### config.mk
export PLATFORM = sky130hd
export DESIGN_NAME = websocket_frame_deframer_top
export DESIGN_NICKNAME = d
export VERILOG_FILES = /design/src/rtl/wsd_pkg.sv /design/src/rtl/wsd_parser.sv /design/src/rtl/websocket_frame_deframer_top.sv
export SDC_FILE = /design/constraint.sdc
export NUM_CORES = 1
export LEC_CHECK = 0
export BUFFER_PORTS_ARGS = -buffer_cell sky130_fd_sc_hd__buf_2
export CAP_MARGIN = 20
export CORE_MARGIN = 2
export CORE_UTILIZATION = 30
export CTS_CLUSTER_SIZE = 25
export DETAILED_ROUTE_END_ITERATION = 10
export SLEW_MARGIN = 20
export SYNTH_ARGS = -nofsm -noshare
export SYNTH_HDL_FRONTEND = slang
export SYNTH_HIERARCHICAL = 1
export SYNTH_SLANG_ARGS = --single-unit
### constraint.sdc
create_clock -name clock -period 6.1 [get_ports clock]
set_input_delay 1.22 -clock clock [delete_from_list [all_inputs] [get_ports clock]]
set_output_delay 1.22 -clock clock [all_outputs]
set_load 0.005 [all_outputs]
### src/rtl/wsd_pkg.sv
// Package for the WebSocket frame deframer: parse phase codes, result kind codes
// and the result record passed from the parser to the top level.
// No dependencies.
`default_nettype none

package wsd_pkg;

   // Parse phases.
   localparam logic [2:0] PH_IDLE    = 3'd0;
   localparam logic [2:0] PH_HDR1    = 3'd1;
   localparam logic [2:0] PH_EXTLEN  = 3'd2;
   localparam logic [2:0] PH_MASK    = 3'd3;
   localparam logic [2:0] PH_DATA    = 3'd4;
   localparam logic [2:0] PH_SKIP    = 3'd5;
   localparam logic [2:0] PH_HDR1_CL = 3'd6;

   // Length forms.
   localparam logic [1:0] LEN_FORM_7  = 2'd0;
   localparam logic [1:0] LEN_FORM_16 = 2'd1;
   localparam logic [1:0] LEN_FORM_64 = 2'd2;

   // Result kinds.
   localparam logic [2:0] KIND_PAYLOAD   = 3'd0;
   localparam logic [2:0] KIND_CLOSE     = 3'd1;
   localparam logic [2:0] KIND_NOT_FINAL = 3'd2;
   localparam logic [2:0] KIND_UNMASKED  = 3'd3;
   localparam logic [2:0] KIND_EMPTY     = 3'd4;

   // Header bit masks and extended length markers.
   localparam logic [7:0] FIN_BIT      = 8'h80;
   localparam logic [7:0] MASK_BIT     = 8'h80;
   localparam logic [7:0] CLOSE_BIT    = 8'h08;
   localparam logic [7:0] LEN7_MASK    = 8'h7F;
   localparam logic [6:0] LEN7_EXT16   = 7'd126;
   localparam logic [6:0] LEN7_EXT64   = 7'd127;

   localparam logic [3:0] EXT16_BYTES  = 4'd2;
   localparam logic [3:0] EXT64_BYTES  = 4'd8;
   localparam logic [3:0] KEY_BYTES    = 4'd4;

   typedef struct packed {
      logic       valid;
      logic [2:0] kind;
      logic [7:0] payload_byte;
      logic       last;
   } result_type;

endpackage

`default_nettype wire

### src/rtl/wsd_parser.sv
// Frame parser for the WebSocket frame deframer: holds the parse state and
// produces at most one result for each accepted byte. Depends on wsd_pkg.
`default_nettype none

module wsd_parser (
   input  wire logic               clock,
   input  wire logic               reset,
   input  wire logic               step,
   input  wire logic [7:0]         rx_byte,
   input  wire logic               frame_start,
   output wsd_pkg::result_type     result
);

   logic [2:0]  phase_ff, phase_in;
   logic [3:0]  hdr_idx_ff, hdr_idx_in;
   logic [1:0]  len_form_ff, len_form_in;
   logic [63:0] remain_ff, remain_in;
   logic [31:0] key_ff, key_in;
   logic [1:0]  key_pos_ff, key_pos_in;

   logic [3:0]  hdr_idx_inc;
   logic [3:0]  ext_need;
   logic [6:0]  len7;
   logic [7:0]  key_byte;

   assign hdr_idx_inc = hdr_idx_ff + 4'd1;
   assign ext_need    = (len_form_ff == wsd_pkg::LEN_FORM_16) ? wsd_pkg::EXT16_BYTES
                                                              : wsd_pkg::EXT64_BYTES;
   assign len7        = 7'(rx_byte & wsd_pkg::LEN7_MASK);

   always_comb begin
      case (key_pos_ff)
         2'd0:    key_byte = key_ff[31:24];
         2'd1:    key_byte = key_ff[23:16];
         2'd2:    key_byte = key_ff[15:8];
         default: key_byte = key_ff[7:0];
      endcase
   end

   always_comb begin
      phase_in    = phase_ff;
      hdr_idx_in  = hdr_idx_ff;
      len_form_in = len_form_ff;
      remain_in   = remain_ff;
      key_in      = key_ff;
      key_pos_in  = key_pos_ff;
      result      = '0;

      if (frame_start) begin
         // A start mark abandons whatever frame was in progress.
         hdr_idx_in  = 4'd0;
         len_form_in = wsd_pkg::LEN_FORM_7;
         remain_in   = 64'd0;
         key_pos_in  = 2'd0;
         if ((rx_byte & wsd_pkg::FIN_BIT) == 8'd0) begin
            phase_in     = wsd_pkg::PH_SKIP;
            result.valid = 1'b1;
            result.kind  = wsd_pkg::KIND_NOT_FINAL;
         end else if ((rx_byte & wsd_pkg::CLOSE_BIT) != 8'd0) begin
            phase_in = wsd_pkg::PH_HDR1_CL;
         end else begin
            phase_in = wsd_pkg::PH_HDR1;
         end
      end else begin
         case (phase_ff)
            wsd_pkg::PH_HDR1, wsd_pkg::PH_HDR1_CL: begin
               if ((rx_byte & wsd_pkg::MASK_BIT) == 8'd0) begin
                  phase_in     = wsd_pkg::PH_SKIP;
                  result.valid = 1'b1;
                  result.kind  = wsd_pkg::KIND_UNMASKED;
               end else if (phase_ff == wsd_pkg::PH_HDR1_CL) begin
                  phase_in     = wsd_pkg::PH_SKIP;
                  result.valid = 1'b1;
                  result.kind  = wsd_pkg::KIND_CLOSE;
               end else begin
                  remain_in  = 64'd0;
                  hdr_idx_in = 4'd0;
                  if (len7 == wsd_pkg::LEN7_EXT16) begin
                     len_form_in = wsd_pkg::LEN_FORM_16;
                     phase_in    = wsd_pkg::PH_EXTLEN;
                  end else if (len7 == wsd_pkg::LEN7_EXT64) begin
                     len_form_in = wsd_pkg::LEN_FORM_64;
                     phase_in    = wsd_pkg::PH_EXTLEN;
                  end else begin
                     len_form_in = wsd_pkg::LEN_FORM_7;
                     remain_in   = {57'd0, len7};
                     key_in      = 32'd0;
                     phase_in    = wsd_pkg::PH_MASK;
                  end
               end
            end
            wsd_pkg::PH_EXTLEN: begin
               remain_in  = {remain_ff[55:0], rx_byte};
               hdr_idx_in = hdr_idx_inc;
               if (hdr_idx_inc >= ext_need) begin
                  hdr_idx_in = 4'd0;
                  key_in     = 32'd0;
                  phase_in   = wsd_pkg::PH_MASK;
               end
            end
            wsd_pkg::PH_MASK: begin
               key_in     = {key_ff[23:0], rx_byte};
               hdr_idx_in = hdr_idx_inc;
               if (hdr_idx_inc >= wsd_pkg::KEY_BYTES) begin
                  hdr_idx_in = 4'd0;
                  key_pos_in = 2'd0;
                  if (remain_ff == 64'd0) begin
                     phase_in     = wsd_pkg::PH_SKIP;
                     result.valid = 1'b1;
                     result.kind  = wsd_pkg::KIND_EMPTY;
                  end else begin
                     phase_in = wsd_pkg::PH_DATA;
                  end
               end
            end
            wsd_pkg::PH_DATA: begin
               result.valid        = 1'b1;
               result.kind         = wsd_pkg::KIND_PAYLOAD;
               result.payload_byte = rx_byte ^ key_byte;
               result.last         = (remain_ff == 64'd1);
               remain_in           = remain_ff - 64'd1;
               key_pos_in          = key_pos_ff + 2'd1;
               if (remain_ff == 64'd1) begin
                  phase_in = wsd_pkg::PH_SKIP;
               end
            end
            default: begin
            end
         endcase
      end
   end

   always_ff @(posedge clock) begin
      if (reset) begin
         phase_ff    <= wsd_pkg::PH_IDLE;
         hdr_idx_ff  <= 4'd0;
         len_form_ff <= wsd_pkg::LEN_FORM_7;
         remain_ff   <= 64'd0;
         key_ff      <= 32'd0;
         key_pos_ff  <= 2'd0;
      end else if (step) begin
         phase_ff    <= phase_in;
         hdr_idx_ff  <= hdr_idx_in;
         len_form_ff <= len_form_in;
         remain_ff   <= remain_in;
         key_ff      <= key_in;
         key_pos_ff  <= key_pos_in;
      end
   end

endmodule

`default_nettype wire

### src/rtl/websocket_frame_deframer_top.sv
// Top level of the WebSocket frame deframer: input handshake, parser and the
// registered result stage. Depends on wsd_pkg and wsd_parser.
//
// Usage: frame bytes enter one per transaction on the req_ channel, with
// req_frame_start high on the first header byte of each frame. Each byte
// causes zero or one result on the rsp_ channel: an unmasked payload byte
// (rsp_last on the final one), a close request, a dropped frame (not final
// or not masked) or an empty message. Bytes after the payload, and bytes
// with no frame open, produce nothing.
// A result appears in the output register in the cycle after the byte that
// caused it is accepted. Throughput: one byte per cycle unless the receiver
// stalls, set by the single parse step between the input port and output register.
// The block takes a new byte whenever the output register is empty or is
// being read in the same cycle; if the receiver stalls while a result waits,
// req_ready drops until that result is taken.
// Reset (synchronous, active high) returns the parser to waiting for a start
// mark and empties the output register.
`default_nettype none

module websocket_frame_deframer_top (
   input  wire logic       clock,
   input  wire logic       reset,
   input  wire logic       req_valid,
   output logic            req_ready,
   input  wire logic [7:0] req_rx_byte,
   input  wire logic       req_frame_start,
   output logic            rsp_valid,
   input  wire logic       rsp_ready,
   output logic [2:0]      rsp_kind,
   output logic [7:0]      rsp_payload_byte,
   output logic            rsp_last
);

   wsd_pkg::result_type result;

   logic       req_accept;
   logic       rsp_valid_ff, rsp_valid_in;
   logic [2:0] kind_ff;
   logic [7:0] byte_ff;
   logic       last_ff;

   assign req_ready  = !rsp_valid_ff || rsp_ready;
   assign req_accept = req_valid && req_ready;

   wsd_parser u_parser (
      .clock       (clock),
      .reset       (reset),
      .step        (req_accept),
      .rx_byte     (req_rx_byte),
      .frame_start (req_frame_start),
      .result      (result)
   );

   always_comb begin
      rsp_valid_in = rsp_valid_ff;
      if (req_accept) begin
         rsp_valid_in = result.valid;
      end else if (rsp_ready) begin
         rsp_valid_in = 1'b0;
      end
   end

   always_ff @(posedge clock) begin
      if (reset) begin
         rsp_valid_ff <= 1'b0;
      end else begin
         rsp_valid_ff <= rsp_valid_in;
      end
   end

   always_ff @(posedge clock) begin
      if (req_accept && result.valid) begin
         kind_ff <= result.kind;
         byte_ff <= result.payload_byte;
         last_ff <= result.last;
      end
   end

   assign rsp_valid        = rsp_valid_ff;
   assign rsp_kind         = kind_ff;
   assign rsp_payload_byte = byte_ff;
   assign rsp_last         = last_ff;

   // A byte that produces a result must show it on the next cycle.
   a_result_registered: assert property (@(posedge clock) disable iff (reset)
      req_accept && result.valid |=> rsp_valid)
      else $error("accepted result did not reach the output register");

   // The input side never stalls while the output register is empty.
   a_ready_when_empty: assert property (@(posedge clock) disable iff (reset)
      !rsp_valid |-> req_ready)
      else $error("req_ready low with an empty output register");

   // Only payload bytes may carry the last flag.
   a_last_only_payload: assert property (@(posedge clock) disable iff (reset)
      rsp_valid && rsp_last |-> rsp_kind == wsd_pkg::KIND_PAYLOAD)
      else $error("last flag set on a non-payload result");

   // Status results carry a zero data byte.
   a_status_zero_byte: assert property (@(posedge clock) disable iff (reset)
      rsp_valid && rsp_kind != wsd_pkg::KIND_PAYLOAD |-> rsp_payload_byte == 8'd0)
      else $error("status result with nonzero data byte");

endmodule

`default_nettype wire

======== Word-level counts from Yosys, hierarchy flattened ========
Cells that the tools add are included.
word-level totals
  bits in registers ....................... 120
  output and inout bits ................... 14
  bits of input ports ..................... 13
operators by class
  eq/ne operators ......................... 23
  muxes and demuxes ....................... 50
  add/subtract/negate cells ............... 3
  order comparisons ....................... 2
  reductions and logical operators ........ 22
  bitwise operators ....................... 3
operator list
  cell                                                number
  2-to-1 mux 64 bit                                   4
  one-hot mux 64 bit (3 select lines)                 1
  2-to-1 mux 32 bit                                   5
  one-hot mux 32 bit (3 select lines)                 1
  == test 64 x 1 -> 1 bit, second input constant      1
  zero test 64 bit                                    1
  subtractor 64 x 1 -> 64 bit, second input constant  1
  2-to-1 mux 4 bit                                    12
  2-to-1 mux 3 bit                                    9
  one-hot mux 4 bit (3 select lines)                  2
  one-hot mux 8 bit (3 select lines)                  1
  2-to-1 mux 2 bit                                    8
  == test 7 bit, second input constant                2
  != test 2 bit, second input constant                6
  one-hot mux 3 bit (4 select lines)                  1
  AND reduction 4 bit                                 3
  != test 3 x 2 -> 1 bit, second input constant       3
  zero test 8 bit                                     1
  AND reduction 8 bit                                 1
  nonzero test 4 bit                                  2
  bitwise XOR 8 bit                                   1
  2-to-1 mux 7 bit                                    1
  == test 3 x 2 -> 1 bit, second input constant       2
  == test 3 bit, second input constant                2
  other kinds (22)                                    32

======== Longest topological paths before layout ========
Gate-level depths: netlist of run 1.
  depth after elaboration ................. 7
  mapped depth ............................ 11
  mapped depth without buffers ............ 9

======== Modules after synthesis ========
Netlist of run 1, hierarchy kept.
modules (own cells, without submodules)
  module                        area an instance (sq um)  cells an instance  sequential area each (sq um)  times used
  wsd_parser                    6,588.8                   867                2,142.1                       1
  websocket_frame_deframer_top  427.9                     18                 380.4                         1

======== Worst setup path after synthesis of run 1 ========
No wires, ideal clock.
  kind .................................... in2reg
  start ................................... input rsp_ready
  end ..................................... register u_parser.remain_ff[50]
  path buffers ............................ 1
  stages on the path ...................... 8
  arrival ................................. 2,817 ps
  setup slack ............................. 3,221 ps
  library setup time ...................... 63 ps
  cells stage by stage .................... nand2b_4 and2_4 inv_1 nor3_1 nand2b_1 clkbuf_1 or4_2 nand3_1
between the ends
  word-level cells in the longest chain between the ends .. 3
ends and longest elaborated chain
  element                        line                                RTL
  from (decl)                    websocket_frame_deframer_top.sv:28  input wire logic rsp_ready,
  logical OR 1 bit               websocket_frame_deframer_top.sv:42  assign req_ready = !rsp_valid_ff || rsp_ready;
  logical AND 1 bit              websocket_frame_deframer_top.sv:43  assign req_accept = req_valid && req_ready;
  via req_accept                 websocket_frame_deframer_top.sv:36  logic req_accept;
  AND reduction 4 bit (no line)  --
  to (signal assigned)           wsd_parser.sv:145                   remain_ff <= remain_in;
  to (decl)                      wsd_parser.sv:17                    logic [63:0] remain_ff, remain_in;
The timed path passes the listed nets, and every way through them passes these cells.
A chain may end at the register's enable or synchronous reset.

======== Worst setup path in the final report of run 1 ========
  start ................................... input req_frame_start
  end ..................................... register u_parser.remain_ff[56]
between the ends
  word-level cells in the longest chain between the ends .. 2
  elaborated cells between the ends (all ways) .. 5
  those cells by class .................... eq/ne (2); mux (1); reduce/logical (2)
ends and longest elaborated chain
  element                                                               line                                RTL
  from (decl)                                                           websocket_frame_deframer_top.sv:26  input wire logic req_frame_start,
  != test 3 bit (no line) / nonzero test 4 bit (equally long branches)  --
  AND reduction 4 bit (no line)                                         --
Parallel ways exist; a longest one is shown, timed or not.

==> impl_metrics.ini, run 1 <==
[status]
status = completed

[global_route]
antenna_found_initial = 1
track_usage = 0.1718
use_met1 = 0.2345
grt_first_pass_wirelength_um = 33440
grt_pass1_vias = 6261
grt_start_max_net_pins = 75
grt_overflow = 0
grtUsageMet2 = 0.2598
grt_busiest_layer = met2
gr-usage-met3 = 0.04130

[drt]
route.detailed.drc = 0
dr.pass1.iters = 8
ant_nets = 0
wl_um = 20740
avgViaCountPerCell = 5.666
vias = 6793
drt-initial-drc-count = 681
avgRoutedWirePerCell_um = 17.30

[layout]
drive_gt1_frac = 0.1198
nFillCells = 2385
layout.cells.non_filler = 1199
layout.nets = 894
fin_area_um2 = 7864
multiInputGateArea_um2 = 4111
final-seq-area_um2 = 2522
syn2layout_area_growth_pct = 12.07

[floorplanning]
dieArea_um2 = 24630
core.rowCount = 55
dieHeight_um = 156.9
core_um2 = 22780
io-pin-count = 27
initial_core_util = 0.3080
die_w_um = 156.9

[sta]
finClkSkew_ns = 0.01047
period_needed_ns = 3.346
fin_crit_sh = 0.5485
worst_pin_slew_ns = 1.022
setup-tns-final_ns = 0
rsz0062_at_grt = false
slew_violations = 0
max_freq_mhz = 298.9
finalHoldViolations = 0
slew-limit-headroom = 0.3132
setup_viol = 0

[clock_tree]
cts_resized = 0
htree_levels = 4
clock_sinks = 120
path_clk_slew_ns = 0.06
ctsHoldBuffers = 0
clockBufferDepth = 2
tritoncts = built
cts_setup_buffers = 0
numCtsBuffers = 17
cts_root_buf = clkbuf_16
clk_latency_ns = 0.43

[worst_setup_path]
path_cells = buf_2, nor4b_1, nand2_1, nor2_1, o21ai_0, a21boi_0, a211o_1
ff2ff_setup_slack_ns = 2.78
crit_path_start_kind = primary input
r2r.worst_path.cells = 8
startpoint = req_frame_start
crit_fanout = 23
criticalPathCategory = primary input to flop
arrival_ns = 3.72
slowest_stage = nor2_1
required_ns = 6.48
r2r_start = u_parser/remain_ff[0]
crit_path_end_kind = flop
rr_endpoint = u_parser/remain_ff[50]
slowest_delay_ns = 0.62

[synthesis]
synth.top_cell.area_share = 0.3081
async_flop_share = 0
synth_cell_type_count = 79
ys.flop_type = dfxtp_1
syn_inst = 885
yosys.area.top_type = dfxtp_1
yosysSeqAreaShare = 0.3595
ys_seq_elements = 120
synth_edf_count = 12
yosysWarnings = 6
syn_area_um2 = 7017
yosysMostFrequentCell = dfxtp_1
avgSynthCellArea_um2 = 7.929
synth_nets = 907
synth_area_leaders = dfxtp_1 (31%), edfxtp_1 (5.1%), nand2_1 (5.0%)
ys_top_cells_by_count = dfxtp_1 (108), nand2_1 (93), nor2_1 (81), a21oi_1 (68), clkbuf_1 (55)

[place]
hpwlAfterDp_um = 13860
port_buffers = 26
placedCellCount = 1166
gp_congestion = 0.8854
dpl_cell_area_um2 = 7288

[power_and_ir_drop]
vdd_drop_max_v = 0.0001744
p_total_w = 0.002353
p_leak_nw = 2.806
powerDensity_nw_per_um2 = 299.2

[hold_path]
hold_depth = 2
min_to = u_parser/key_ff[27]
hp-class = flop to flop
hp-start = u_parser/key_ff[27]

[flow_run]
maxCapViolCount = 0
## metal layers
metal / routed length [um] / vias up / part of all wire
met1: 9379 / 3192 / 0.45
met2: 9250 / 272 / 0.45
met4: 501 / 0 / 0.024
met3: 1606 / 47 / 0.077
li1: - / 3282 / -
met5: 0 / - / 0
## how the worst max path moves through the flow
stage	end	slack (ns)	cells past startpoint
6_report	u_parser/remain_ff[56]	2.75	7
3_3_place_gp	u_parser/remain_ff[50]	2.53	8
5_1_grt	u_parser/remain_ff[56]	2.54	7
2_1_floorplan	u_parser/remain_ff[50]	3.22	8
4_1_cts	u_parser/remain_ff[50]	2.83	5
3_5_place_dp	u_parser/remain_ff[56]	2.43	7
## critical path: cells and delay by family
family | cells | cell delay (ns)
buf+inv | 1 | 0.23
compound gates | 3 | 0.51
simple gates | 3 | 1.75
## stage by stage
step / setup WS [ns] / hold slack [ns] / utilization
after floorplan: 3.221 / 0.4315 / -
after global placement: 2.534 / 0.4414 / 0.3200
after detailed placement: 2.433 / 0.4460 / 0.3200
after CTS: 2.828 / 0.4552 / 0.3451
after global routing: 2.543 / 0.4670 / 0.3451
final: 2.754 / 0.4561 / 0.3452
## area by class of cell
class / count / share of cell area
Timing Repair Buffer: 37 / 0.02737
Inverter: 13 / 0.006205
Sequential cell: 120 / 0.3208
Antenna cell: 1 / 0.0003182
Clock inverter: 12 / 0.01464
Clock buffer: 20 / 0.05807
Multi-Input combinational cell: 683 / 0.5228
Tap cell: 313 / 0.04980
## flip-flops by register name, indices dropped and copies added, names as in the netlist
| register | cells |
|---|---|
| u_parser/remain_ff | 64 |
| rsp_last | 1 |
| u_parser/hdr_idx_ff | 4 |
| u_parser/phase_ff | 3 |
| u_parser/len_form_ff | 2 |
| rsp_valid | 1 |
| u_parser/key_pos_ff | 2 |
| rsp_payload_byte | 8 |
| rsp_kind | 3 |
| u_parser/key_ff | 32 |
## cells in the final DEF (no fill, tap or decap), types with 4 or more instances in the layout
cell type	n
o31ai_1	4
nand4_1	15
nand2b_1	6
a22oi_1	37
o21ai_0	51
xor2_1	13
buf_4	12
a21oi_1	68
nor3_1	33
xnor2_1	21
buf_2	25
nand3_1	53
dfxtp_1	108
a211oi_1	4
a22o_1	5
o22ai_1	13
edfxtp_1	12
nor2_1	80
a32oi_1	5
nand2_1	93
nor4_1	24
or3_1	17
a31oi_1	12
inv_6	4
nor4_2	4
ha_1	9
or2_2	6
inv_1	13
a221o_1	4
nor3b_1	6
and3_1	8
clkbuf_16	17
or4_1	7
a222oi_1	9
o211ai_1	4
## logic make-up after synthesis
group                      after synthesis  share of synthesized area
AOI/OAI and AO/OA                      244                     0.2263
xor gates and xnor gates                34                    0.04244
adders and majority gates                9                    0.01605
buffers and inverters                   82                    0.05599
DFF                                    120                     0.3595
muxes                                    3                   0.004458
and+or+nand+nor                        393                     0.2953
## where the power goes
group	total, W	internal [W]	switching [W]
Clock	0.000983	0.000587	0.000397
Sequential	0.000842	0.000814	0.0000276
Combinational	0.000528	0.000186	0.000342
Total	0.00235	0.00159	0.000766
No activity file was read; power rests on OpenSTA's default activity.
==> inputs of run 2 (changes only) <==
clock period = 2.7 ns   (was 6.1 ns; I/O delays follow)
==> run 2 against run 1 <==
Sequential power grew 120%. Utilization grew 3.0 points. Total power grew 140%. Non-clock buffer count grew 79. Critical path depth grew 4. Setup slack lost 2.6 ns. Combinational power grew to 2.7 times the previous value. Critical path type is now flop to flop. Global-route usage grew 1.3 points.
==> impl_metrics.ini, run 2 (synthesis results as in run 1) <==
[status]
status = completed

[worst_setup_path]
crit_path_end_kind = flop
arrival_ns = 2.77
ff2ff_setup_slack_ns = 0.12
criticalPathCategory = flop to flop
slowest_stage = dfxtp_1
crit_fanout = 12
required_ns = 2.89
path_cells = inv_1, ha_1, nor3b_1, buf_4, and3_1, and4_1, and3_4, or3_1, nand2_2, nor2b_4, buf_12
crit_path_start_kind = flop
slowest_delay_ns = 0.42

[power_and_ir_drop]
internal-power_w = 0.003753
powerDensity_nw_per_um2 = 656.9
p_clk_frac = 0.410
vdd_drop_max_v = 0.0003086
switching_share = 0.3318
sequentialPowerShare = 0.335
p_switching_w = 0.001864
comb_power_share = 0.255
p_leak_nw = 3.228

[clock_tree]
ctsHoldBuffers = 0
path_clk_slew_ns = 0.07
cts_root_buf = clkbuf_16
tritoncts = built
clockBufferDepth = 2
numCtsBuffers = 17
htree_levels = 4
clock_sinks = 120
clk_latency_ns = 0.43

[floorplanning]
initial_core_util = 0.3080
core_um2 = 22780
dieHeight_um = 156.9
die_w_um = 156.9
core.rowCount = 55
io-pin-count = 27
dieArea_um2 = 24630

[global_route]
grt_overflow = 0
grt_first_pass_wirelength_um = 35870
antenna_found_initial = 1
track_usage = 0.1847
grt_pass1_vias = 6667
grt_start_max_net_pins = 37

[drt]
route.detailed.drc = 0
avgViaCountPerCell = 5.577
ant_nets = 0
vias = 7128
dr.pass1.iters = 5
drt-initial-drc-count = 660
avgRoutedWirePerCell_um = 17.47
wl_um = 22330

[layout]
nFillCells = 2320
final_common_cell = dfxtp_1
largest_reg_flops = 64
syn2layout_area_growth_pct = 21.88
layout.nets = 973
most-common-layout-cells = dfxtp_1 (108), nand2_1 (93), buf_4 (89)
top_register = u_parser/remain_ff
drive_gt1_frac = 0.2012
layout.cells.non_filler = 1278
post-route-util = 0.3754

[place]
port_buffers = 26
placedCellCount = 1244
gp_congestion = 0.8664
hpwlAfterDp_um = 15670

[sta]
setup-tns-final_ns = 0
setup_viol = 0
finalHoldViolations = 0
rsz0062_at_grt = false
finClkSkew_ns = 0.01135
worst_pin_slew_ns = 0.5543
period_needed_ns = 2.575
max_freq_mhz = 388.3
fin_crit_sh = 0.9537
fin_hold_ws_ns = 0.4164
slew_violations = 0
slew-limit-headroom = 0.6276

[hold_path]
hp-class = primary input to flop

[flow_run]
maxCapViolCount = 0
## run 2: area by class of cell
type | count | area [um2] | area share
Inverter | 13 | 48.80 | 0.005706
Multi-Input combinational cell | 683 | 4154 | 0.4857
Clock inverter | 15 | 173.9 | 0.02034
Antenna cell | 1 | 2.502 | 0.0002926
Clock buffer | 17 | 425.4 | 0.04974
Tap cell | 313 | 391.6 | 0.04579
Timing Repair Buffer | 116 | 833.3 | 0.09744
Sequential cell | 120 | 2522 | 0.2950
## run 2: worst paths after layout
check	startpoint	end	depth (start not counted)
worst max-delay path	u_parser/remain_ff[0]	rsp_last	11
worst min-delay path	req_rx_byte[6]	u_parser/key_ff[6]	3
worst max register to register	u_parser/remain_ff[0]	rsp_last	11
worst min register to register	u_parser/key_ff[28]	u_parser/key_ff[28]	2
## run 2: metrics by stage
stage	setup WS, ns	total power [W]	instance area [um2]
floorplan	0.2028	0.002830	7017
global placement	0.08007	0.003294	7886
detailed placement	0.02569	0.003300	7886
CTS	0.03820	0.005621	8506
global route	0.007176	0.005872	8549
finish	0.1250	0.005617	8552
## run 2: power by group through the flow
stage | registers (W) | logic (W) | clock network (W)
final | 0.00188 | 0.00143 | 0.00231
after global routing | 0.00188 | 0.00156 | 0.00243
after CTS | 0.00188 | 0.00139 | 0.00235
after detailed placement | 0.00192 | 0.00138 | 0
after global placement | 0.00192 | 0.00138 | 0
after floorplan | 0.00191 | 0.000922 | 0
## run 2: routing by layer
layer	vias up	part of all wire	GRT usage
met3	24	0.063	0.03882
met1	3404	0.47	0.2557
met4	0	0.014	0.05810
li1	3439	-	-
met5	-	0	0
met2	261	0.45	0.2874
## run 2: repair_timing
action	CTS	global route
buffers inserted	1	0
pin swaps	0	1
endpoints found under the setup margin	12	20
resized for setup	0	11
## run 2: worst max-delay path, delay by kind of cell, from the launching register on
| family | cells | cell delay [ns] |
|---|---|---|
| buf+inv | 3 | 0.40 |
| flops | 1 | 0.42 |
| simple gates | 7 | 1.25 |
| fa+ha+maj | 1 | 0.25 |
==> inputs of run 3 (changes only) <==
ABC_AREA = 1   (was default)
==> run 3 against run 2 <==
Final cell count is 34% higher. Register-to-register slack better by 0.19 ns. Hold slack worse by 0.049 ns. Highest routed layer unchanged. Non-clock buffer count is 63 lower. Fmax is 8.2% higher. Synthesized cell count is 52% higher. Die area is 13% higher. Largest cell class unchanged.
==> impl_metrics.ini, run 3 <==
[worst_setup_path]
crit_cells = 11
cpMostUsedCell = nor2_1
startpoint = u_parser/remain_ff[52]
criticalPathCategory = flop to flop
r2r_start = u_parser/remain_ff[52]
crit_fanout = 12
critPathTopFamily = simple AND/OR/NAND/NOR gates
slowest_stage = dfxtp_1
cp_num_buf_inv = 2
path_cells = nor2_1, nand2_1, nor2_1, nand3_1, nor2_1, nand3_1, nor3_2, or2_1, inv_1, nor3_2, buf_4
crit_path_start_kind = flop
arrival_ns = 2.51
crit_path_end_kind = flop
r2r.worst_path.cells = 11
slowest_delay_ns = 0.36
required_ns = 2.83

[hold_path]
hp-start = req_rx_byte[0]
hp-class = primary input to flop
hold_depth = 3

[layout]
final_common_cell = nand2_1
top_register = u_parser/remain_ff
antenna_cells = 0
final-seq-area_um2 = 2522
nFillCells = 2901
syn2layout_area_growth_pct = 14.28
layout.cells.non_filler = 1711
layout.nets = 1385
multiInputGateArea_um2 = 4738
drive_gt1_frac = 0.08358
most-common-layout-cells = nand2_1 (489), nor2_1 (180), nand3_1 (142)
post-route-util = 0.3483
largest_reg_flops = 64

[floorplanning]
dieHeight_um = 166.5
io-pin-count = 27
die_w_um = 166.5
core_um2 = 25980
core.rowCount = 59
initial_core_util = 0.3048
dieArea_um2 = 27720

[clock_tree]
cts_root_buf = clkbuf_16
htree_levels = 4
numCtsBuffers = 17
cts_resized = 0
cts_setup_buffers = 0
clock_sinks = 120
clk_latency_ns = 0.44
tritoncts = built
clockBufferDepth = 2
path_clk_slew_ns = 0.07
ctsHoldBuffers = 0

[synthesis]
async_flop_share = 0
yosysMostFrequentCell = nand2_1
synth_area_leaders = dfxtp_1 (27%), nand2_1 (23%), nand3_1 (9.0%)
yosys.area.top_type = dfxtp_1
yosysWarnings = 6
synth_nets = 1366
syn_area_um2 = 7920
avgSynthCellArea_um2 = 5.893
synth_edf_count = 12
synth_cell_type_count = 39
ys_top_cells_by_count = nand2_1 (489), nor2_1 (180), nand3_1 (142), a21oi_1 (111), dfxtp_1 (108)
synth.top_cell.area_share = 0.2730
yosysSeqAreaShare = 0.3185
ys_seq_elements = 120
syn_inst = 1344
ys.flop_type = dfxtp_1

[drt]
wl_um = 25370
ant_nets = 0
route.detailed.drc = 0
avgRoutedWirePerCell_um = 14.83
dr.pass1.iters = 6
vias = 8675
drt-initial-drc-count = 849
avgViaCountPerCell = 5.070

[power_and_ir_drop]
p_leak_nw = 4.116
switching_share = 0.3972
powerDensity_nw_per_um2 = 670.3
sequentialPowerShare = 0.310
internal-power_w = 0.003657
p_total_w = 0.006067
comb_power_share = 0.304
p_switching_w = 0.002409
vdd_drop_max_v = 0.0003448
p_clk_frac = 0.386

[sta]
finClkSkew_ns = 0.01852
slew_violations = 0
fin_crit_sh = 0.8816
period_needed_ns = 2.380
finalHoldViolations = 0
worst_pin_slew_ns = 0.7438
slew-limit-headroom = 0.5041
max_freq_mhz = 420.1
setup_viol = 0
rsz0062_at_grt = false
setup-tns-final_ns = 0

[flow_run]
maxCapViolCount = 0

[global_route]
grt_start_max_net_pins = 66
grt_overflow = 0
grt_first_pass_wirelength_um = 40700
antenna_found_initial = 0
grt_pass1_vias = 7889
track_usage = 0.1808

[place]
gp_congestion = 0.9261
placedCellCount = 1679
port_buffers = 26
hpwlAfterDp_um = 17580

[status]
status = completed
## run 3: cell types whose count changed in the layout (fill, tap and decap cells not counted), sizes merged, moves of 20 or more
cell   previous run  this run
a22oi            37         4
nor4             30         1
buf             116        53
nand2            94       491
inv              24       121
nor2             82       192
a21oi            68       116
nor3             36         7
nand3            53       143
xnor2            21         1
## run 3: routing by layer
| layer | vias up | share of wire | GRT usage |
|---|---|---|---|
| met5 | - | 0 | 0 |
| met1 | 3963 | 0.46 | 0.2451 |
| met2 | 294 | 0.45 | 0.2831 |
| li1 | 4370 | - | - |
| met3 | 48 | 0.066 | 0.03612 |
| met4 | 0 | 0.028 | 0.07009 |
## run 3: logic make-up after synthesis
kind of cell,after synthesis,synth area share
buf+inv,162,0.08389
compound gates,210,0.1474
flops,120,0.3185
xor+xnor,6,0.006635
simple gates,837,0.4294
fa+ha+maj,9,0.01422
## run 3: path summary, 6_finish.rpt
path | end | slack, ns
worst min-delay path | u_parser/key_ff[0] | 0.37
worst max register to register | rsp_payload_byte[6] | 0.32
worst max-delay path | rsp_payload_byte[6] | 0.32
worst min register to register | u_parser/len_form_ff[1] | 0.46
## run 3: stage by stage
step	cell area, um2	hold WS, ns	setup WS [ns]
floorplan	7920	0.4235	0.2273
global placement	8457	0.4367	0.3421
detailed placement	8457	0.4444	0.3025
CTS	9046	0.3586	0.2725
global route	9051	0.3886	0.07825
finish	9051	0.3677	0.3197
## run 3: worst register-to-register path, stage by stage (launching register included)
cell     delay, ns
dfxtp_1       0.36
nor2_1        0.22
nand2_1       0.11
nor2_1        0.18
nand3_1       0.16
nor2_1        0.12
nand3_1       0.17
nor3_2        0.18
or2_1         0.12
inv_1         0.07
nor3_2        0.17
buf_4         0.22
## run 3: power groups by stage
stage	sequential (W)	combinational [W]	clock, W
finish	0.00188	0.00184	0.00234
global route	0.00189	0.00206	0.00245
CTS	0.00188	0.00183	0.00238
detailed placement	0.00192	0.00182	0
global placement	0.00192	0.00181	0
floorplan	0.00191	0.00130	0
## run 3: area by class of cell
type                       count  share of cell area
multi-input combinational   1062              0.5235
sequential                   120              0.2787
clock buffer                  18             0.04977
tap                          335             0.04631
inverter                     109             0.04520
timing repair buffer          53             0.04119
clock inverter                14             0.01534
